**src/sv/a2u_pkg.sv**
```systemverilog
// ----------------------------------------------------------------------------
// a2u_pkg: shared definitions for the ASCII to unsigned parser
// Character codes, base codes, parse phases and small decode helpers.
// ----------------------------------------------------------------------------
package a2u_pkg;

    // Field widths fixed by the stream format
    localparam int CH_W    = 8;
    localparam int RADIX_W = 6;
    localparam int STOP_W  = 11;

    // Defaults for the top-level parameters
    localparam int MAX_LEN_DEF    = 1024;
    localparam int VALUE_BITS_DEF = 64;

    // Radix register reset value
    localparam logic [RADIX_W-1:0] RADIX_RESET = 6'd10;

    // Base codes
    localparam logic [RADIX_W-1:0] BASE_AUTO = 6'd0;
    localparam logic [RADIX_W-1:0] BASE_ONE  = 6'd1;
    localparam logic [RADIX_W-1:0] BASE_OCT  = 6'd8;
    localparam logic [RADIX_W-1:0] BASE_DEC  = 6'd10;
    localparam logic [RADIX_W-1:0] BASE_HEX  = 6'd16;
    localparam logic [RADIX_W-1:0] BASE_MAX  = 6'd36;

    // Digit value that no base accepts
    localparam logic [RADIX_W-1:0] DIGIT_NONE = 6'd63;
    localparam logic [RADIX_W-1:0] DIGIT_TEN  = 6'd10;

    // Character codes
    localparam logic [CH_W-1:0] CH_NUL   = 8'h00;
    localparam logic [CH_W-1:0] CH_TAB   = 8'h09;
    localparam logic [CH_W-1:0] CH_CR    = 8'h0D;
    localparam logic [CH_W-1:0] CH_SPACE = 8'h20;
    localparam logic [CH_W-1:0] CH_PLUS  = 8'h2B;
    localparam logic [CH_W-1:0] CH_MINUS = 8'h2D;
    localparam logic [CH_W-1:0] CH_0     = 8'h30;
    localparam logic [CH_W-1:0] CH_9     = 8'h39;
    localparam logic [CH_W-1:0] CH_UA    = 8'h41;
    localparam logic [CH_W-1:0] CH_UX    = 8'h58;
    localparam logic [CH_W-1:0] CH_UZ    = 8'h5A;
    localparam logic [CH_W-1:0] CH_LA    = 8'h61;
    localparam logic [CH_W-1:0] CH_LX    = 8'h78;
    localparam logic [CH_W-1:0] CH_LZ    = 8'h7A;

    // Parse phase, one-hot
    typedef enum logic [4:0] {
        PH_SPACE  = 5'b00001,
        PH_SIGNED = 5'b00010,
        PH_ZERO   = 5'b00100,
        PH_DIGITS = 5'b01000,
        PH_HALTED = 5'b10000
    } phase_t;

    // Whitespace: tab through carriage return, and space
    function automatic logic is_space(input logic [CH_W-1:0] c);
        return ((c >= CH_TAB) && (c <= CH_CR)) || (c == CH_SPACE);
    endfunction

    // Base 1 and anything above 36 cannot be used
    function automatic logic base_invalid(input logic [RADIX_W-1:0] b);
        return (b == BASE_ONE) || (b > BASE_MAX);
    endfunction

    // Map 0-9, A-Z, a-z to 0..35; everything else to a value no base accepts
    function automatic logic [RADIX_W-1:0] digit_value(input logic [CH_W-1:0] c);
        logic [RADIX_W-1:0] d;
        d = DIGIT_NONE;
        if ((c >= CH_0) && (c <= CH_9))
        begin
            d = RADIX_W'(c - CH_0);
        end
        else if ((c >= CH_UA) && (c <= CH_UZ))
        begin
            d = RADIX_W'(c - CH_UA) + DIGIT_TEN;
        end
        else if ((c >= CH_LA) && (c <= CH_LZ))
        begin
            d = RADIX_W'(c - CH_LA) + DIGIT_TEN;
        end
        return d;
    endfunction

endpackage

```
**src/sv/a2u_in_stage.sv**
```systemverilog
// ----------------------------------------------------------------------------
// a2u_in_stage: input word register
// Holds one character word; takes a new one when empty or whenever the held word moves on.
// ----------------------------------------------------------------------------
module a2u_in_stage
(
    input  logic                      clk,
    input  logic                      rst_n,
    input  logic                      s_tvalid,
    output logic                      s_tready,
    input  logic [a2u_pkg::CH_W-1:0]  s_tdata,
    input  logic                      consume,
    output logic                      ch_valid,
    output logic [a2u_pkg::CH_W-1:0]  ch
);

    logic                     valid_reg;
    logic                     valid_next;
    logic [a2u_pkg::CH_W-1:0] ch_reg;
    logic                     load;

    // Accept when empty or when the held word leaves this cycle
    assign s_tready = !valid_reg || consume;
    assign load     = s_tvalid && s_tready;

    always_comb
    begin
        valid_next = valid_reg;
        if (load)
        begin
            valid_next = 1'b1;
        end
        else if (consume)
        begin
            valid_next = 1'b0;
        end
    end

    // Control state
    always_ff @(posedge clk or negedge rst_n)
    begin
        if (!rst_n)
        begin
            valid_reg <= 1'b0;
        end
        else
        begin
            valid_reg <= valid_next;
        end
    end

    // Payload: capture on accept
    always_ff @(posedge clk)
    begin
        if (load)
        begin
            ch_reg <= s_tdata;
        end
    end

    assign ch_valid = valid_reg;
    assign ch       = ch_reg;

endmodule

```
**src/sv/a2u_parse.sv**
```systemverilog
// ----------------------------------------------------------------------------
// a2u_parse: per-character parse state and result formation
// Updates the phase, accumulator, sign and error state for one character
// per cycle while step is high, and forms the result when the terminator arrives.
// ----------------------------------------------------------------------------
module a2u_parse
#(
    parameter int MAX_LEN    = a2u_pkg::MAX_LEN_DEF,
    parameter int VALUE_BITS = a2u_pkg::VALUE_BITS_DEF
)
(
    input  logic                         clk,
    input  logic                         rst_n,
    input  logic                         cfg_we,
    input  logic [a2u_pkg::RADIX_W-1:0]  cfg_wdata,
    input  logic                         step,
    input  logic [a2u_pkg::CH_W-1:0]     ch,
    output logic                         res_valid,
    output logic [VALUE_BITS-1:0]        res_value,
    output logic                         res_failed,
    output logic [a2u_pkg::STOP_W-1:0]   res_stop
);

    localparam int IDX_W = $clog2(MAX_LEN + 1);
    localparam logic [IDX_W-1:0] IDX_MAX = IDX_W'(MAX_LEN);

    logic [a2u_pkg::RADIX_W-1:0] radix_reg;
    a2u_pkg::phase_t             phase_reg;
    a2u_pkg::phase_t             phase_next;
    logic [VALUE_BITS-1:0]       acc_reg;
    logic [VALUE_BITS-1:0]       acc_next;
    logic                        minus_reg;
    logic                        minus_next;
    logic [a2u_pkg::RADIX_W-1:0] base_reg;
    logic [a2u_pkg::RADIX_W-1:0] base_next;
    logic [IDX_W-1:0]            idx_reg;
    logic [IDX_W-1:0]            idx_next;
    logic                        err_reg;
    logic                        err_next;
    logic [IDX_W-1:0]            stop_reg;
    logic [IDX_W-1:0]            stop_next;

    logic                        is_term;
    logic [a2u_pkg::RADIX_W-1:0] digit;
    logic [a2u_pkg::RADIX_W-1:0] take_base;
    logic                        take;
    logic                        begin_num;
    logic [VALUE_BITS+a2u_pkg::RADIX_W-1:0] prod;
    logic [VALUE_BITS-1:0]       mac;
    logic                        res_bad;

    assign is_term = (ch == a2u_pkg::CH_NUL);
    assign digit   = a2u_pkg::digit_value(ch);

    // One multiply-add for the digit taken this cycle
    assign prod = acc_reg * take_base;
    assign mac  = prod[VALUE_BITS-1:0] + VALUE_BITS'(digit);

    // Result on terminator
    always_comb
    begin
        res_bad = err_reg ||
                  (((phase_reg == a2u_pkg::PH_SPACE) || (phase_reg == a2u_pkg::PH_SIGNED)) &&
                   a2u_pkg::base_invalid(radix_reg));
        res_valid  = step && is_term;
        res_failed = res_bad;
        res_stop   = a2u_pkg::STOP_W'(err_reg ? stop_reg : idx_reg);
        if (res_bad)
        begin
            res_value = '1;
        end
        else if (minus_reg)
        begin
            res_value = (~acc_reg) + VALUE_BITS'(1);
        end
        else
        begin
            res_value = acc_reg;
        end
    end

    // Next state for one character
    always_comb
    begin
        phase_next = phase_reg;
        acc_next   = acc_reg;
        minus_next = minus_reg;
        base_next  = base_reg;
        idx_next   = idx_reg;
        err_next   = err_reg;
        stop_next  = stop_reg;
        take       = 1'b0;
        take_base  = base_reg;
        begin_num  = 1'b0;

        // Decide phase transition and whether a digit is taken
        unique case (phase_reg)
            a2u_pkg::PH_SPACE:
            begin
                if (a2u_pkg::is_space(ch))
                begin
                    phase_next = a2u_pkg::PH_SPACE;
                end
                else if ((ch == a2u_pkg::CH_PLUS) || (ch == a2u_pkg::CH_MINUS))
                begin
                    minus_next = (ch == a2u_pkg::CH_MINUS);
                    phase_next = a2u_pkg::PH_SIGNED;
                end
                else
                begin
                    begin_num = 1'b1;
                end
            end
            a2u_pkg::PH_SIGNED:
            begin
                begin_num = 1'b1;
            end
            a2u_pkg::PH_ZERO:
            begin
                if ((ch == a2u_pkg::CH_LX) || (ch == a2u_pkg::CH_UX))
                begin
                    base_next  = a2u_pkg::BASE_HEX;
                    phase_next = a2u_pkg::PH_DIGITS;
                end
                else
                begin
                    take_base  = (base_reg == a2u_pkg::BASE_AUTO) ? a2u_pkg::BASE_OCT
                                                                  : base_reg;
                    base_next  = take_base;
                    phase_next = a2u_pkg::PH_DIGITS;
                    take       = 1'b1;
                end
            end
            a2u_pkg::PH_DIGITS:
            begin
                take = 1'b1;
            end
            a2u_pkg::PH_HALTED:
            begin
                phase_next = a2u_pkg::PH_HALTED;
            end
            default:
            begin
                phase_next = a2u_pkg::PH_HALTED;
            end
        endcase

        // Start of the number: sample the radix
        if (begin_num)
        begin
            if (a2u_pkg::base_invalid(radix_reg))
            begin
                err_next   = 1'b1;
                stop_next  = idx_reg;
                phase_next = a2u_pkg::PH_HALTED;
            end
            else if (((radix_reg == a2u_pkg::BASE_AUTO) || (radix_reg == a2u_pkg::BASE_HEX)) &&
                     (ch == a2u_pkg::CH_0))
            begin
                base_next  = radix_reg;
                phase_next = a2u_pkg::PH_ZERO;
            end
            else
            begin
                take_base  = (radix_reg == a2u_pkg::BASE_AUTO) ? a2u_pkg::BASE_DEC : radix_reg;
                base_next  = take_base;
                phase_next = a2u_pkg::PH_DIGITS;
                take       = 1'b1;
            end
        end

        // Take a digit or stop on a bad one
        if (take)
        begin
            if (digit >= take_base)
            begin
                err_next   = 1'b1;
                stop_next  = idx_reg;
                phase_next = a2u_pkg::PH_HALTED;
            end
            else
            begin
                acc_next = mac;
            end
        end

        // Advance the saturating position
        if (idx_reg < IDX_MAX)
        begin
            idx_next = idx_reg + IDX_W'(1);
        end

        // Terminator: clear for the next string
        if (is_term)
        begin
            phase_next = a2u_pkg::PH_SPACE;
            acc_next   = '0;
            minus_next = 1'b0;
            base_next  = a2u_pkg::BASE_AUTO;
            idx_next   = '0;
            err_next   = 1'b0;
            stop_next  = '0;
        end
    end

    // Radix register
    always_ff @(posedge clk or negedge rst_n)
    begin
        if (!rst_n)
        begin
            radix_reg <= a2u_pkg::RADIX_RESET;
        end
        else if (cfg_we)
        begin
            radix_reg <= cfg_wdata;
        end
    end

    // Parse state: advance once per consumed character
    always_ff @(posedge clk or negedge rst_n)
    begin
        if (!rst_n)
        begin
            phase_reg <= a2u_pkg::PH_SPACE;
            acc_reg   <= '0;
            minus_reg <= 1'b0;
            base_reg  <= a2u_pkg::BASE_AUTO;
            idx_reg   <= '0;
            err_reg   <= 1'b0;
            stop_reg  <= '0;
        end
        else if (step)
        begin
            phase_reg <= phase_next;
            acc_reg   <= acc_next;
            minus_reg <= minus_next;
            base_reg  <= base_next;
            idx_reg   <= idx_next;
            err_reg   <= err_next;
            stop_reg  <= stop_next;
        end
    end

endmodule

```
**src/sv/a2u_out_stage.sv**
```systemverilog
// ----------------------------------------------------------------------------
// a2u_out_stage: result word register
// Holds one result word until the downstream side takes it.
// ----------------------------------------------------------------------------
module a2u_out_stage
#(
    parameter int DATA_W = 80
)
(
    input  logic              clk,
    input  logic              rst_n,
    input  logic              load,
    input  logic [DATA_W-1:0] load_data,
    output logic              free,
    output logic              m_tvalid,
    input  logic              m_tready,
    output logic [DATA_W-1:0] m_tdata
);

    logic              valid_reg;
    logic              valid_next;
    logic [DATA_W-1:0] data_reg;

    // Room for a new word when empty or when the held one is taken now
    assign free = !valid_reg || m_tready;

    always_comb
    begin
        valid_next = valid_reg;
        if (load)
        begin
            valid_next = 1'b1;
        end
        else if (m_tready)
        begin
            valid_next = 1'b0;
        end
    end

    always_ff @(posedge clk or negedge rst_n)
    begin
        if (!rst_n)
        begin
            valid_reg <= 1'b0;
        end
        else
        begin
            valid_reg <= valid_next;
        end
    end

    // Payload: capture a new result
    always_ff @(posedge clk)
    begin
        if (load)
        begin
            data_reg <= load_data;
        end
    end

    assign m_tvalid = valid_reg;
    assign m_tdata  = data_reg;

endmodule

```
**src/sv/ascii_to_unsigned_parser.sv**
```systemverilog
// ----------------------------------------------------------------------------
// ascii_to_unsigned_parser: streaming string to unsigned integer parser
// Parses a zero-terminated ASCII string, one character per word, and emits
// one result word per string.
// ----------------------------------------------------------------------------
// The block takes one character per clock cycle with no gaps between strings, except
// that a terminator waits in the input register until the result register has room.
// Each accepted character is held in the input register; the parse state is then
// updated by a single multiply-add of the accumulator by the base, which is the loop
// that sets the one-character-per-cycle rate. The result of a string is registered
// on the master side when its zero terminator is consumed and holds there until
// taken; while a result waits, non-terminator characters keep flowing. The radix is
// sampled at the first character after leading whitespace and sign, so write
// it only between strings. No clearing pass follows reset.
module ascii_to_unsigned_parser
#(
    parameter int MAX_LEN    = a2u_pkg::MAX_LEN_DEF,
    parameter int VALUE_BITS = a2u_pkg::VALUE_BITS_DEF,
    localparam int OUT_W     = ((VALUE_BITS + 1 + a2u_pkg::STOP_W + 7) / 8) * 8
)
(
    input  logic                         clk,
    input  logic                         rst_n,
    // Configuration: radix
    input  logic                         cfg_we,
    input  logic [a2u_pkg::RADIX_W-1:0]  cfg_wdata,
    // Character input
    input  logic                         s_axis_tvalid,
    output logic                         s_axis_tready,
    input  logic [a2u_pkg::CH_W-1:0]     s_axis_tdata,   // ch
    // Result output
    output logic                         m_axis_tvalid,
    input  logic                         m_axis_tready,
    output logic [OUT_W-1:0]             m_axis_tdata    // value, failed, stop_position, zero pad
);

    localparam int PAD_W = OUT_W - VALUE_BITS - 1 - a2u_pkg::STOP_W;

    logic                        ch_valid;
    logic [a2u_pkg::CH_W-1:0]    ch;
    logic                        consume;
    logic                        is_term;
    logic                        out_free;
    logic                        res_valid;
    logic [VALUE_BITS-1:0]       res_value;
    logic                        res_failed;
    logic [a2u_pkg::STOP_W-1:0]  res_stop;
    logic [OUT_W-1:0]            res_word;

    // Hold a terminator until the result register has room
    assign is_term = (ch == a2u_pkg::CH_NUL);
    assign consume = ch_valid && (!is_term || out_free);

    a2u_in_stage u_in
    (
        .clk      (clk),
        .rst_n    (rst_n),
        .s_tvalid (s_axis_tvalid),
        .s_tready (s_axis_tready),
        .s_tdata  (s_axis_tdata),
        .consume  (consume),
        .ch_valid (ch_valid),
        .ch       (ch)
    );

    a2u_parse
    #(
        .MAX_LEN    (MAX_LEN),
        .VALUE_BITS (VALUE_BITS)
    )
    u_parse
    (
        .clk        (clk),
        .rst_n      (rst_n),
        .cfg_we     (cfg_we),
        .cfg_wdata  (cfg_wdata),
        .step       (consume),
        .ch         (ch),
        .res_valid  (res_valid),
        .res_value  (res_value),
        .res_failed (res_failed),
        .res_stop   (res_stop)
    );

    // Pack the result word, first field in the lowest bits
    assign res_word = {PAD_W'(0), res_stop, res_failed, res_value};

    a2u_out_stage
    #(
        .DATA_W (OUT_W)
    )
    u_out
    (
        .clk       (clk),
        .rst_n     (rst_n),
        .load      (res_valid),
        .load_data (res_word),
        .free      (out_free),
        .m_tvalid  (m_axis_tvalid),
        .m_tready  (m_axis_tready),
        .m_tdata   (m_axis_tdata)
    );

`ifndef SYNTHESIS
    // A consumed terminator always shows a result next cycle
    a_term_result: assert property (@(posedge clk) disable iff (!rst_n)
        (ch_valid && is_term && consume) |=> m_axis_tvalid)
        else $error("terminator consumed without a result");

    // A failed result carries the all-ones value
    a_fail_value: assert property (@(posedge clk) disable iff (!rst_n)
        (m_axis_tvalid && m_axis_tdata[VALUE_BITS]) |-> (m_axis_tdata[VALUE_BITS-1:0] == '1))
        else $error("failed result without all-ones value");

    // The stop position never passes the maximum length, checked when MAX_LEN is below 2048
    a_stop_range: assert property (@(posedge clk) disable iff (!rst_n)
        m_axis_tvalid |-> ((MAX_LEN >= 2048) ||
            (m_axis_tdata[VALUE_BITS+a2u_pkg::STOP_W:VALUE_BITS+1] <= a2u_pkg::STOP_W'(MAX_LEN))))
        else $error("stop position beyond maximum length");

    // Input stalls only while a word is held
    a_stall_held: assert property (@(posedge clk) disable iff (!rst_n)
        !s_axis_tready |-> (ch_valid && is_term && m_axis_tvalid))
        else $error("input stalled without a held terminator");
`endif

endmodule
```
**config.mk**
```make
export PLATFORM = sky130hd
export DESIGN_NAME = ascii_to_unsigned_parser
export DESIGN_NICKNAME = d
export VERILOG_FILES = /design/src/sv/a2u_pkg.sv /design/src/sv/a2u_in_stage.sv /design/src/sv/a2u_parse.sv /design/src/sv/a2u_out_stage.sv /design/src/sv/ascii_to_unsigned_parser.sv
export SDC_FILE = /design/constraint.sdc
export NUM_CORES = 1
export LEC_CHECK = 0
export BUFFER_PORTS_ARGS = -buffer_cell sky130_fd_sc_hd__buf_2
export CORE_ASPECT_RATIO = 1.4
export CORE_UTILIZATION = 50
export CTS_CLUSTER_DIAMETER = 120
export DETAILED_ROUTE_END_ITERATION = 10
export PLACE_DENSITY = 0.67
export RECOVER_POWER = 100
export SETUP_SLACK_MARGIN = 0.4
export SYNTH_ARGS = -nofsm -noshare
export SYNTH_HDL_FRONTEND = slang
export SYNTH_SLANG_ARGS = --single-unit
```
**constraint.sdc**
```tcl
create_clock -name clk -period 18.8 [get_ports clk]
set_clock_uncertainty 0.2 [all_clocks]
set_input_delay 3.76 -clock clk [delete_from_list [all_inputs] [get_ports clk]]
set_output_delay 3.76 -clock clk [all_outputs]
set_load 0.02 [all_outputs]
```
==> impl_metrics.sql, run 1 <==
INSERT INTO impl_metrics (metric_group, metric, value, unit) VALUES
('status', 'status', 'complete, but fails checks', ''),
('status', 'failed_checks', 'max-capacitance violations, max-slew violations', ''),
('clocking', 'clk_pin_slew', '0.08', 'ns'),
('global_route', 'grt_total_ovfl', '0', ''),
('timing', 'timing.final.crit_period', '12.03', 'ns'),
('clocking', 'cts_inserted_buffers', '17', ''),
('worst_setup_path', 'critical_path.startpoint_type', 'flop', ''),
('worst_setup_path', 'endpoint_kind', 'flop', ''),
('cells_and_area', 'antenna_cells', '0', ''),
('timing', 'rsz0062_at_grt', 'no', ''),
('clocking', 'tritoncts_num_sinks', '191', ''),
('timing', 'fmax', '83.15', 'MHz'),
('logic_synthesis', 'avg_cell_area_syn', '9.850', 'sq um'),
('pwr', 'irDropWorstVdd', '70.21', 'uV'),
('floorplan', 'fp.dieArea', '0.04365', 'sq mm'),
('logic_synthesis', 'synth-async-reset-ratio', '0.5602', ''),
('timing', 'final_max_slew_viol_count', '389', ''),
('floorplan', 'core_region_area', '0.04220', 'sq mm'),
('clocking', 'post-cts-setup-buffer-count', '0', ''),
('drt', 'route.final.wire_length', '56.23', 'mm'),
('logic_synthesis', 'netlist-cell-type-count', '91', ''),
('timing', 'hold_violations', '0', ''),
('clocking', 'cts_resized', '0', ''),
('logic_synthesis', 'synth-seq-area-share', '0.2431', ''),
('cells_and_area', 'finish.net_count', '2555', ''),
('global_route', 'vias_in_the_first_global_route', '17268', ''),
('floorplan', 'io_pins', '101', ''),
('drt', 'route.vias.total', '16228', ''),
('logic_synthesis', 'synth_edf_count', '84', ''),
('timing', 'worstMarginPinSlew', '3.783', 'ns'),
('timing', 'final_number_of_setup_violating_endpoints', '0', ''),
('logic_synthesis', 'ys_dominant_reg_cell', 'dfrtp_1', ''),
('drt', 'post_drt_via_cell_ratio', '5.990', ''),
('timing', 'min_period_over_period', '0.6397', ''),
('worst_setup_path', 'timing.critical_path.max_delay_family', 'compound AO/OA/AOI/OAI gates', ''),
('logic_synthesis', 'ys_warn_count', '0', ''),
('pwr', 'total_power', '1.028', 'mW'),
('worst_setup_path', 'worst-endpoint-arrival', '12.20', 'ns'),
('floorplan', 'start_util', '0.5072', ''),
('place', 'finalWeightedCongestion', '0.9265', ''),
('cells_and_area', 'seq_area', '0.005205', 'sq mm'),
('cells_and_area', 'layout_cell_share_with_drive_strength_beyond_1', '0.05039', ''),
('timing', 'finalWorstSetupSlack', '6.774', 'ns'),
('cells_and_area', 'post-route-cell-area', '0.02259', 'sq mm'),
('global_route', 'grt_first_pass_wirelength', '92.25', 'mm'),
('logic_synthesis', 'synth-seq-cells', '191', ''),
('pwr', 'pwr_density_cell', '45.49', 'mW/mm^2'),
('drt', 'drt_iter0_drc', '908', ''),
('worst_hold_path', 'min-delay-path-class', 'reg2reg', ''),
('global_route', 'pin_count_of_the_biggest_net_entering_global_routing', '75', ''),
('floorplan', 'die-height', '246.8', 'um'),
('place', 'place_inst', '2677', ''),
('global_route', 'globalRouteTotalUtil', '0.2732', ''),
('drt', 'drc_errors', '0', ''),
('worst_setup_path', 'path_class', 'reg2reg', ''),
('worst_setup_path', 'cpMaxStageDelayCell', 'clkbuf_1', ''),
('worst_setup_path', 'crit_path_max_fanout', '59', ''),
('place', 'post_dp_cell_area', '0.02214', 'sq mm'),
('pwr', 'cellLeakagePower', '11.31', 'nW'),
('timing', 'hold-worst-slack', '0.3011', 'ns'),
('clocking', 'tritoncts_clock_tree', 'yes', ''),
('run', 'max_cap_viol', '7', ''),
('worst_setup_path', 'worst_path_buffer_plus_inverter_count', '3', ''),
('drt', 'detail_route.first_pass.iterations', '5', ''),
('place', 'placement.io_buffers', '96', ''),
('cells_and_area', 'flip_flop_count_of_the_largest_register_after_layout', '76', ''),
('timing', 'finalSetupTns', '0', 'ns'),
('floorplan', 'die_width', '176.9', 'um'),
('clocking', 'cts.root.buffer_cell', 'clkbuf_16', ''),
('drt', 'routed_wl_per_cell', '20.76', 'um'),
('worst_setup_path', 'timing.critical_path.slowest_cell_delay', '2.43', 'ns');
==> cells by family (layout without fill, tap and decap cells) <==
logic type,count (synthesis),after routing,synth area share
compound gates,435,435,0.1414
xor+xnor,129,129,0.05343
fa+ha+maj,386,386,0.3098
buf+inv,250,237,0.04501
flops,191,191,0.2431
mux,20,20,0.01052
other cells,1,4,0.0001752
simple gates,761,761,0.1965
==> cell type report <==
class                           instances  area share
Timing Repair Buffer                  109     0.02005
Clock buffer                           17     0.01883
Inverter                               96     0.01601
Tap cell                              546     0.03024
Multi-Input combinational cell       1735      0.6765
Clock inverter                         15    0.007921
Sequential cell                       191      0.2304
==> cell usage after synthesis (5+ instances only) <==
library cell	instances	area share
and2_1	275	0.080
fa_1	240	0.22
nand2_1	174	0.031
ha_1	146	0.085
clkbuf_1	143	0.025
dfrtp_1	104	0.12
inv_1	92	0.016
edfxtp_1	84	0.12
a21oi_1	82	0.019
o21ai_0	82	0.019
xor2_1	80	0.033
a22o_1	78	0.032
nor2_1	73	0.013
nor2b_1	69	0.020
a21o_1	49	0.017
xnor2_1	48	0.020
nand3_1	28	0.0065
o31ai_1	23	0.0081
and3_1	22	0.0064
nand4_1	22	0.0064
mux2_2	20	0.011
nand2b_1	20	0.0058
nor3_1	19	0.0044
a31oi_1	14	0.0041
o21ai_1	12	0.0028
o21bai_1	12	0.0042
o211ai_1	9	0.0032
o21a_1	9	0.0032
or3_1	9	0.0026
nor4_1	8	0.0023
o41ai_1	7	0.0029
a211oi_1	5	0.0018
o22a_1	5	0.0020
or4_1	5	0.0018
==> metal layers <==
layer  GRT usage  up-vias  wire, um
li1            -     7374         -
met1      0.3233     8241     22370
met2      0.4813      473     28870
met3     0.03736      140      2404
met4      0.1379        0      2583
met5           0        -         0
==> report_power, final <==
| part | switching [mW] | internal (mW) | total [mW] |
|---|---|---|---|
| combinational | 0.104 | 0.0517 | 0.156 |
| sequential | 0.0222 | 0.461 | 0.483 |
| clock | 0.207 | 0.181 | 0.388 |
| total | 0.333 | 0.694 | 1.03 |
==> final timing paths <==
kind	start	endpoint	slack, ns	cells after the start
worst min register to register	u_parse.stop_reg[3]	u_parse.stop_reg[3]	0.30	1
max in group asynchronous	rst_n	u_parse.minus_reg	9.52	2
worst max register to register	u_parse.radix_reg[2]	u_parse.acc_reg[58]	6.77	24
worst min-delay path	u_parse.stop_reg[3]	u_parse.stop_reg[3]	0.30	1
min in group asynchronous	rst_n	u_parse.idx_reg[5]	3.93	1
worst max-delay path	u_parse.radix_reg[2]	u_parse.acc_reg[58]	6.77	24
==> cell usage in the layout, fill, tap and decap left out, types with 5 or more instances in the layout <==
| master | instances |
|---|---|
| xnor2_1 | 48 |
| or3_1 | 9 |
| edfxtp_1 | 84 |
| o21ai_1 | 9 |
| nor2b_1 | 68 |
| fa_1 | 240 |
| o211ai_1 | 9 |
| a21boi_0 | 5 |
| clkbuf_1 | 88 |
| mux2_2 | 19 |
| nand2_1 | 174 |
| o21bai_1 | 12 |
| a21o_1 | 49 |
| nor2_1 | 74 |
| and2_1 | 274 |
| nand3_1 | 28 |
| xor2_1 | 80 |
| o41ai_1 | 7 |
| nor3_1 | 19 |
| o21a_1 | 8 |
| ha_1 | 146 |
| inv_6 | 5 |
| o22a_1 | 5 |
| buf_2 | 14 |
| a22o_1 | 78 |
| clkbuf_16 | 17 |
| dfrtp_1 | 103 |
| buf_4 | 7 |
| and3_1 | 22 |
| nand4_1 | 22 |
| o21ai_0 | 84 |
| a211oi_1 | 5 |
| nand2b_1 | 20 |
| or4_1 | 6 |
| a21oi_1 | 82 |
| inv_1 | 92 |
| o31ai_1 | 23 |
| nor4_1 | 8 |
| a31oi_1 | 14 |
Power figures use the tool's default switching activity.
==> run 2, diff against run 1 <==
Settings changed: PLACE_DENSITY 0.67 to 0.7.
Clock period 18.8 ns to 9.65 ns, I/O delays scaled along.
==> run 2 against run 1 <==
  * The run still ends with max-capacitance violations, max-slew violations left
  * Cell count increased by 0.18%
  * Utilization about the same
  * Final area about the same
  * Die area unchanged
  * Combinational power increased by 100%
  * Global-route usage decreased by 0.33 points
  * Critical endpoint is now u_parse.acc_reg[45]
  * Highest routed layer unchanged
  * Sequential share of layout area about the same
  * Routed wire length decreased by 0.55%
  * Critical path type unchanged
  * Clock power increased by 90%
==> impl_metrics.sql, run 2 (synthesis gave the netlist of run 1 again) <==
INSERT INTO impl_metrics (metric_group, metric, value, unit) VALUES
('worst_setup_path', 'critical_path_cell_count', '26', ''),
('worst_setup_path', 'cpMaxStageDelayCell', 'clkbuf_2', ''),
('drt', 'route.vias.total', '16334', ''),
('clocking', 'cts_resized', '0', ''),
('worst_hold_path', 'worst_hold_path_cells', '1', ''),
('global_route', 'grt_first_pass_wirelength', '92.24', 'mm'),
('place', 'dp_hpwl', '41.60', 'mm'),
('pwr', 'irDropWorstVdd', '142.1', 'uV'),
('timing', 'fmax', '110.7', 'MHz'),
('global_route', 'vias_in_the_first_global_route', '17465', ''),
('worst_setup_path', 'worst-endpoint-arrival', '9.20', 'ns'),
('cells_and_area', 'most_frequent_cells_in_the_layout', 'and2_1 (271), fa_1 (240), nand2_1 (175), ha_1 (146), dfrtp_1 (103)', ''),
('timing', 'final_max_slew_viol_count', '306', ''),
('worst_setup_path', 'crit_path_max_fanout', '42', ''),
('clocking', 'maximum_level_of_the_cts_h_tree', '4', ''),
('global_route', 'grt_total_ovfl', '0', ''),
('worst_setup_path', 'timing.critical_path.max_delay_family', 'compound AO/OA/AOI/OAI gates', ''),
('drt', 'routed_wl_per_cell', '20.60', 'um'),
('pwr', 'pwr-share-clk', '0.370', ''),
('clocking', 'cts.root.buffer_cell', 'clkbuf_16', ''),
('cells_and_area', 'synthToLayoutAreaGrowth', '5.506', '%'),
('drt', 'ant_nets', '0', ''),
('floorplan', 'die-height', '246.8', 'um'),
('pwr', 'cellLeakagePower', '11.33', 'nW'),
('worst_setup_path', 'timing.critical_path.slowest_cell_delay', '0.84', 'ns'),
('worst_setup_path', 'path_class', 'reg2reg', ''),
('worst_setup_path', 'worst_path_buffer_plus_inverter_count', '3', ''),
('worst_setup_path', 'endpoint_kind', 'flop', ''),
('floorplan', 'core_region_area', '0.04220', 'sq mm'),
('clocking', 'worst_skew_pair.late_latency', '0.48', 'ns'),
('place', 'placement.io_buffers', '96', ''),
('pwr', 'p_sw_frac', '0.3023', ''),
('cells_and_area', 'antenna_cells', '0', ''),
('pwr', 'total_power', '1.993', 'mW'),
('timing', 'worstMarginPinSlew', '4.044', 'ns'),
('cells_and_area', 'post-route-cell-area', '0.02258', 'sq mm'),
('timing', 'timing.final.crit_period', '9.035', 'ns'),
('run', 'max_cap_viol', '5', ''),
('clocking', 'tritoncts_clock_tree', 'yes', ''),
('clocking', 'cts_buffer_depth', '2', ''),
('clocking', 'post-cts-setup-buffer-count', '0', ''),
('floorplan', 'fp.dieArea', '0.04365', 'sq mm'),
('cells_and_area', 'layout_cell_share_with_drive_strength_beyond_1', '0.04935', ''),
('status', 'status', 'complete, but fails checks', ''),
('worst_setup_path', 'worstPathRequired', '9.81', 'ns'),
('cells_and_area', 'mostFrequentLayoutCell', 'and2_1', ''),
('timing', 'max-slew-margin-rel', '-1.696', ''),
('timing', 'rsz0062_at_grt', 'no', ''),
('cells_and_area', 'finish.net_count', '2560', ''),
('floorplan', 'die_width', '176.9', 'um'),
('clocking', 'clk_pin_slew', '0.08', 'ns'),
('global_route', 'pin_count_of_the_biggest_net_entering_global_routing', '75', ''),
('cells_and_area', 'num-fill-cells', '3775', ''),
('drt', 'route.final.wire_length', '55.92', 'mm'),
('worst_setup_path', 'worst-r2r-cell-count', '26', ''),
('global_route', 'grt_antenna_before_repair', '0', ''),
('place', 'finalWeightedCongestion', '0.9133', ''),
('clocking', 'tritoncts_num_sinks', '191', ''),
('status', 'failed_checks', 'max-capacitance violations, max-slew violations', ''),
('pwr', 'comb_power_share', '0.158', ''),
('floorplan', 'placementRows', '89', ''),
('clocking', 'post_cts_hold_buffer_count', '0', ''),
('floorplan', 'start_util', '0.5072', ''),
('worst_hold_path', 'min-delay-path-class', 'reg2reg', ''),
('timing', 'final_number_of_setup_violating_endpoints', '0', ''),
('timing', 'finalSetupTns', '0', 'ns'),
('clocking', 'cts_inserted_buffers', '17', ''),
('global_route', 'globalRouteTotalUtil', '0.2699', ''),
('timing', 'hold-worst-slack', '0.3040', 'ns'),
('cells_and_area', 'layout.core_utilization', '0.5351', ''),
('drt', 'detail_route.first_pass.iterations', '5', ''),
('pwr', 'pwr_density_cell', '88.26', 'mW/mm^2'),
('floorplan', 'io_pins', '101', ''),
('worst_setup_path', 'reg2reg_slack', '0.62', 'ns'),
('worst_setup_path', 'critical_path.startpoint_type', 'flop', ''),
('pwr', 'pwr-share-seq', '0.472', ''),
('drt', 'post_drt_via_cell_ratio', '6.018', ''),
('pwr', 'power_report.internal_total', '1.391', 'mW'),
('drt', 'drc_errors', '0', ''),
('timing', 'min_period_over_period', '0.9362', ''),
('drt', 'drt_iter0_drc', '1000', ''),
('pwr', 'power.net_switching', '602.4', 'uW'),
('timing', 'hold_violations', '0', ''),
('place', 'post_dp_cell_area', '0.02218', 'sq mm'),
('cells_and_area', 'flip_flop_count_of_the_largest_register_after_layout', '76', '');
==> run 2: power by group through the flow <==
stage	clock, mW	sequential (mW)	combinational, mW
after floorplan	0	0.936	0.204
after global placement	0	0.953	0.299
after detailed placement	0	0.955	0.306
after CTS	0.749	0.938	0.308
after global routing	0.781	0.944	0.344
final	0.738	0.940	0.315
==> run 2: layer usage <==
metal | up-vias | share of wire | GRT usage
li1 | 7376 | - | -
met1 | 8319 | 0.39 | 0.3178
met2 | 518 | 0.53 | 0.4910
met3 | 121 | 0.043 | 0.03167
met4 | 0 | 0.034 | 0.1149
met5 | - | 0 | 0
==> run 2: through the flow <==
stage                     setup WS (ns)  instances
after detailed placement         0.8023       2682
after global routing             0.2117       2714
after CTS                        0.7392       2714
after global placement            1.067       2682
final                            0.6152       2714
after floorplan                   1.903       2176
==> run 2: final cells by class <==
class / count / area, sq um / area share
clock inverter: 13 / 152.6 / 0.006759
sequential: 191 / 5205 / 0.2305
inverter: 96 / 361.6 / 0.01601
clock buffer: 19 / 432.9 / 0.01917
timing repair buffer: 114 / 488.0 / 0.02161
multi-input combinational: 1735 / 15260 / 0.6757
tap: 546 / 683.2 / 0.03025
==> run 2: worst register-to-register path, cell delays in order (launching register included) <==
cell      delay, ns
edfxtp_1       0.50
inv_1          0.13
ha_1           0.23
nand3b_1       0.16
a21boi_0       0.30
o311ai_0       0.17
buf_4          0.20
o21ai_2        0.33
nand2_1        0.32
mux2_2         0.56
clkbuf_2       0.84
and2_0         0.33
fa_1           0.46
fa_1           0.55
fa_1           0.51
ha_1           0.32
ha_1           0.38
a21o_1         0.20
a21o_1         0.18
a21oi_1        0.13
o21ai_0        0.14
o311a_1        0.42
a311o_1        0.47
a21boi_0       0.32
o21ai_0        0.18
xor2_1         0.17
a22o_1         0.21
==> run 2: final timing paths <==
kind,startpoint,end
worst max-delay path,u_in.ch[1],u_parse.acc_reg[45]
worst min-delay path,u_parse.stop_reg[6],u_parse.stop_reg[6]
worst max register to register,u_in.ch[1],u_parse.acc_reg[45]
worst min register to register,u_parse.stop_reg[6],u_parse.stop_reg[6]
max in group asynchronous,rst_n,u_parse.minus_reg
min in group asynchronous,rst_n,u_parse.acc_reg[13]
==> run 3, diff against run 2 <==
Settings changed: SYNTH_HIERARCHICAL set to 1.
==> run 3 against run 2 <==
  * The run still ends with max-capacitance violations, max-slew violations left
  * Cell count rose by 1.7%
  * Utilization rose by 0.36 points
  * Critical path depth fell by 1
  * Global-route usage fell by 0.35 points
  * Non-clock buffer count rose by 2
  * Sequential share of layout area rose by 0.31 points
  * Fmax rose by 3.4%
  * Via count rose by 0.78%
  * Synthesized cell count rose by 1.9%
  * Sequential power fell by 1%
  * Count of clock-buffer cells in the layout fell by 1
  * Final area rose by 0.95%
  * Critical path type unchanged
==> impl_metrics.sql, run 3 <==
INSERT INTO impl_metrics (metric_group, metric, value, unit) VALUES
('status', 'status', 'complete, but fails checks', ''),
('status', 'failed_checks', 'max-capacitance violations, max-slew violations', ''),
('logic_synthesis', 'synthCells', '2215', ''),
('pwr', 'pwr_density_cell', '83.03', 'mW/mm^2'),
('timing', 'timing.final.crit_period', '8.740', 'ns'),
('worst_setup_path', 'reg2reg_slack', '0.91', 'ns'),
('floorplan', 'fp.dieArea', '0.04400', 'sq mm'),
('global_route', 'globalRouteTotalUtil', '0.2664', ''),
('timing', 'finalWorstSetupSlack', '0.9096', 'ns'),
('pwr', 'total_power', '1.893', 'mW'),
('floorplan', 'die-height', '247.8', 'um'),
('logic_synthesis', 'synth-seq-cells', '195', ''),
('global_route', 'vias_in_the_first_global_route', '17613', ''),
('worst_setup_path', 'worst-endpoint-arrival', '8.89', 'ns'),
('cells_and_area', 'layout_cell_share_with_drive_strength_beyond_1', '0.05104', ''),
('drt', 'drc_errors', '0', ''),
('place', 'placement.io_buffers', '100', ''),
('clocking', 'cts_inserted_buffers', '17', ''),
('timing', 'hold-worst-slack', '0.2966', 'ns'),
('cells_and_area', 'layout.core_utilization', '0.5387', ''),
('drt', 'route.final.wire_length', '55.64', 'mm'),
('logic_synthesis', 'yosysMostFrequentCell', 'nor2b_1', ''),
('drt', 'ant_nets', '0', ''),
('cells_and_area', 'finish.cell_count_without_fillers', '2760', ''),
('global_route', 'grt_antenna_before_repair', '0', ''),
('run', 'max_cap_viol', '6', ''),
('place', 'finalWeightedCongestion', '0.8785', ''),
('clocking', 'post_cts_hold_buffer_count', '0', ''),
('worst_setup_path', 'crit_path_max_fanout', '37', ''),
('cells_and_area', 'synthToLayoutAreaGrowth', '5.666', '%'),
('timing', 'final_max_slew_viol_count', '343', ''),
('clocking', 'maximum_level_of_the_cts_h_tree', '4', ''),
('cells_and_area', 'mostFrequentLayoutCell', 'nor2b_1', ''),
('clocking', 'cts_resized', '0', ''),
('logic_synthesis', 'netlist-cell-type-count', '84', ''),
('cells_and_area', 'most_frequent_cells_in_the_layout', 'nor2b_1 (281), fa_1 (240), nand2_1 (206), ha_1 (145), o21ai_0 (109)', ''),
('worst_setup_path', 'worstPathRequired', '9.80', 'ns'),
('cells_and_area', 'finish.net_count', '2605', ''),
('logic_synthesis', 'ys_dominant_reg_cell', 'dfrtp_1', ''),
('pwr', 'irDropWorstVdd', '140.3', 'uV'),
('worst_setup_path', 'crit_end', 'u_parse/acc_reg[57]', ''),
('timing', 'worstMarginPinSlew', '3.392', 'ns'),
('logic_synthesis', 'synth-seq-area-share', '0.2468', ''),
('drt', 'routed_wl_per_cell', '20.16', 'um'),
('timing', 'final_number_of_setup_violating_endpoints', '0', ''),
('worst_setup_path', 'worstReg2RegStart', 'u_in/ch[0]', ''),
('worst_setup_path', 'critical_path.startpoint_type', 'flop', ''),
('timing', 'fmax', '114.4', 'MHz'),
('worst_setup_path', 'path_class', 'reg2reg', ''),
('worst_hold_path', 'hold_start', 'u_parse/stop_reg[6]', ''),
('timing', 'rsz0062_at_grt', 'no', ''),
('floorplan', 'die_width', '177.6', 'um'),
('worst_setup_path', 'endpoint_kind', 'flop', ''),
('logic_synthesis', 'synth_top_cells_by_count', 'nor2b_1 (281), fa_1 (240), nand2_1 (206), ha_1 (145), clkbuf_1 (140)', ''),
('pwr', 'cellLeakagePower', '10.74', 'nW'),
('cells_and_area', 'post-route-cell-area', '0.02280', 'sq mm'),
('place', 'pre_cts_slack', '1.204', 'ns'),
('worst_setup_path', 'worst-r2r-cell-count', '25', ''),
('logic_synthesis', 'avg_cell_area_syn', '9.740', 'sq um'),
('place', 'dp_hpwl', '40.60', 'mm'),
('clocking', 'tritoncts_num_sinks', '195', ''),
('logic_synthesis', 'ys_warn_count', '6', ''),
('floorplan', 'placementRows', '89', ''),
('drt', 'drt_iter0_drc', '946', ''),
('global_route', 'grt_first_pass_wirelength', '91.74', 'mm'),
('clocking', 'cts.root.buffer_cell', 'clkbuf_16', ''),
('logic_synthesis', 'synth_top_area_cell', 'fa_1', ''),
('worst_setup_path', 'critical_path.startpoint', 'u_in/ch[0]', ''),
('cells_and_area', 'flip_flop_count_of_the_largest_register_after_layout', '80', ''),
('cells_and_area', 'antenna_cells', '0', ''),
('logic_synthesis', 'synth_edf_count', '88', ''),
('drt', 'detail_route.first_pass.iterations', '5', ''),
('floorplan', 'start_util', '0.5098', ''),
('timing', 'min_period_over_period', '0.9057', ''),
('timing', 'hold_violations', '0', ''),
('place', 'post_dp_cell_area', '0.02235', 'sq mm'),
('logic_synthesis', 'post_synth_instance_area', '0.02157', 'sq mm'),
('floorplan', 'io_pins', '101', ''),
('worst_setup_path', 'r2r-end', 'u_parse/acc_reg[57]', ''),
('logic_synthesis', 'post-synth-top-area-fraction', '0.2227', ''),
('drt', 'route.vias.total', '16461', ''),
('logic_synthesis', 'synth-async-reset-ratio', '0.5487', ''),
('clocking', 'post-cts-setup-buffer-count', '0', ''),
('floorplan', 'core_region_area', '0.04232', 'sq mm'),
('timing', 'max-slew-margin-rel', '-1.262', ''),
('drt', 'post_drt_via_cell_ratio', '5.964', ''),
('cells_and_area', 'num-fill-cells', '3812', ''),
('clocking', 'cts_buffer_depth', '2', ''),
('global_route', 'pin_count_of_the_biggest_net_entering_global_routing', '74', ''),
('timing', 'finalSetupTns', '0', 'ns'),
('place', 'place_inst', '2728', ''),
('clocking', 'worst_skew_pair.late_latency', '0.48', 'ns'),
('worst_hold_path', 'min-delay-path-class', 'reg2reg', ''),
('clocking', 'tritoncts_clock_tree', 'yes', ''),
('clocking', 'clk_pin_slew', '0.09', 'ns'),
('logic_synthesis', 'synthTopCellsByArea', 'fa_1 (22%), edfxtp_1 (12%), dfrtp_1 (12%), ha_1 (8.4%), nor2b_1 (8.1%)', ''),
('global_route', 'grt_total_ovfl', '0', '');
-- run 3: cell count changes after synthesis, sizes merged, moves of 15 or more --
| cell | before | now |
|---|---|---|
| nor2b | 69 | 281 |
| and2 | 276 | 70 |
| a22o | 78 | 24 |
| nand2 | 176 | 206 |
| o21ai | 95 | 121 |
| nand2b | 21 | 42 |
| xnor2 | 48 | 33 |
-- run 3: power breakdown --
group | internal [mW] | switching [mW]
sequential | 0.896 | 0.0342
clock | 0.355 | 0.385
combinational | 0.0776 | 0.146
total | 1.33 | 0.565
-- run 3: area by class of cell --
class / count / area [sq um] / share of cell area
multi-input cells: 1781 / 15360 / 0.6739
flip-flops and latches: 195 / 5325 / 0.2336
well taps: 546 / 683.2 / 0.02997
repair buffers: 116 / 494.2 / 0.02168
clock buffers: 18 / 439.2 / 0.01926
inverters: 90 / 337.8 / 0.01482
clock inverters: 14 / 155.1 / 0.006806
-- run 3: worst min-delay path by stage --
stage                                     end  slack, ns  cells after the start
after CTS                 u_parse/stop_reg[6]       0.30                      1
final                     u_parse/stop_reg[6]       0.30                      1
after floorplan           u_parse/stop_reg[0]       0.26                      1
after global placement    u_parse/stop_reg[3]       0.28                      1
after global routing      u_parse/stop_reg[0]       0.31                      1
after detailed placement  u_parse/stop_reg[0]       0.28                      1
-- run 3: worst max-delay path: stages, from the launching register on --
cell	delay, ns
edfxtp_1	0.48
inv_1	0.19
ha_1	0.21
nor3b_1	0.54
nor4b_2	0.66
and2_0	0.21
a211oi_1	0.05
and3_1	0.25
inv_1	0.92
buf_4	0.50
and2_0	0.21
fa_1	0.43
fa_1	0.49
fa_1	0.49
ha_1	0.31
ha_1	0.37
a21o_1	0.20
a21o_1	0.17
a21oi_1	0.31
nand2_1	0.12
a211o_1	0.29
o2bb2ai_1	0.23
a41oi_1	0.43
o21bai_1	0.15
xnor2_1	0.14
o21ai_0	0.08
-- run 3: kinds of logic (layout without fill, tap and decap cells) --
| logic type | Yosys count | after routing | share of synthesized area |
|---|---|---|---|
| flops | 195 | 195 | 0.2468 |
| simple gates | 808 | 808 | 0.2061 |
| fa+ha+maj | 385 | 385 | 0.3068 |
| mux | 19 | 19 | 0.009859 |
| xor+xnor | 127 | 127 | 0.05283 |
| other cells | 1 | 4 | 0.0001738 |
| buf+inv | 242 | 238 | 0.04321 |
| compound gates | 438 | 438 | 0.1343 |
-- run 3: metal layers --
metal,vias up,share of wire,track usage
met1,8406,0.43,0.3319
li1,7477,-,-
met2,456,0.50,0.4613
met4,0,0.038,0.1267
met3,122,0.037,0.02742
met5,-,0,0
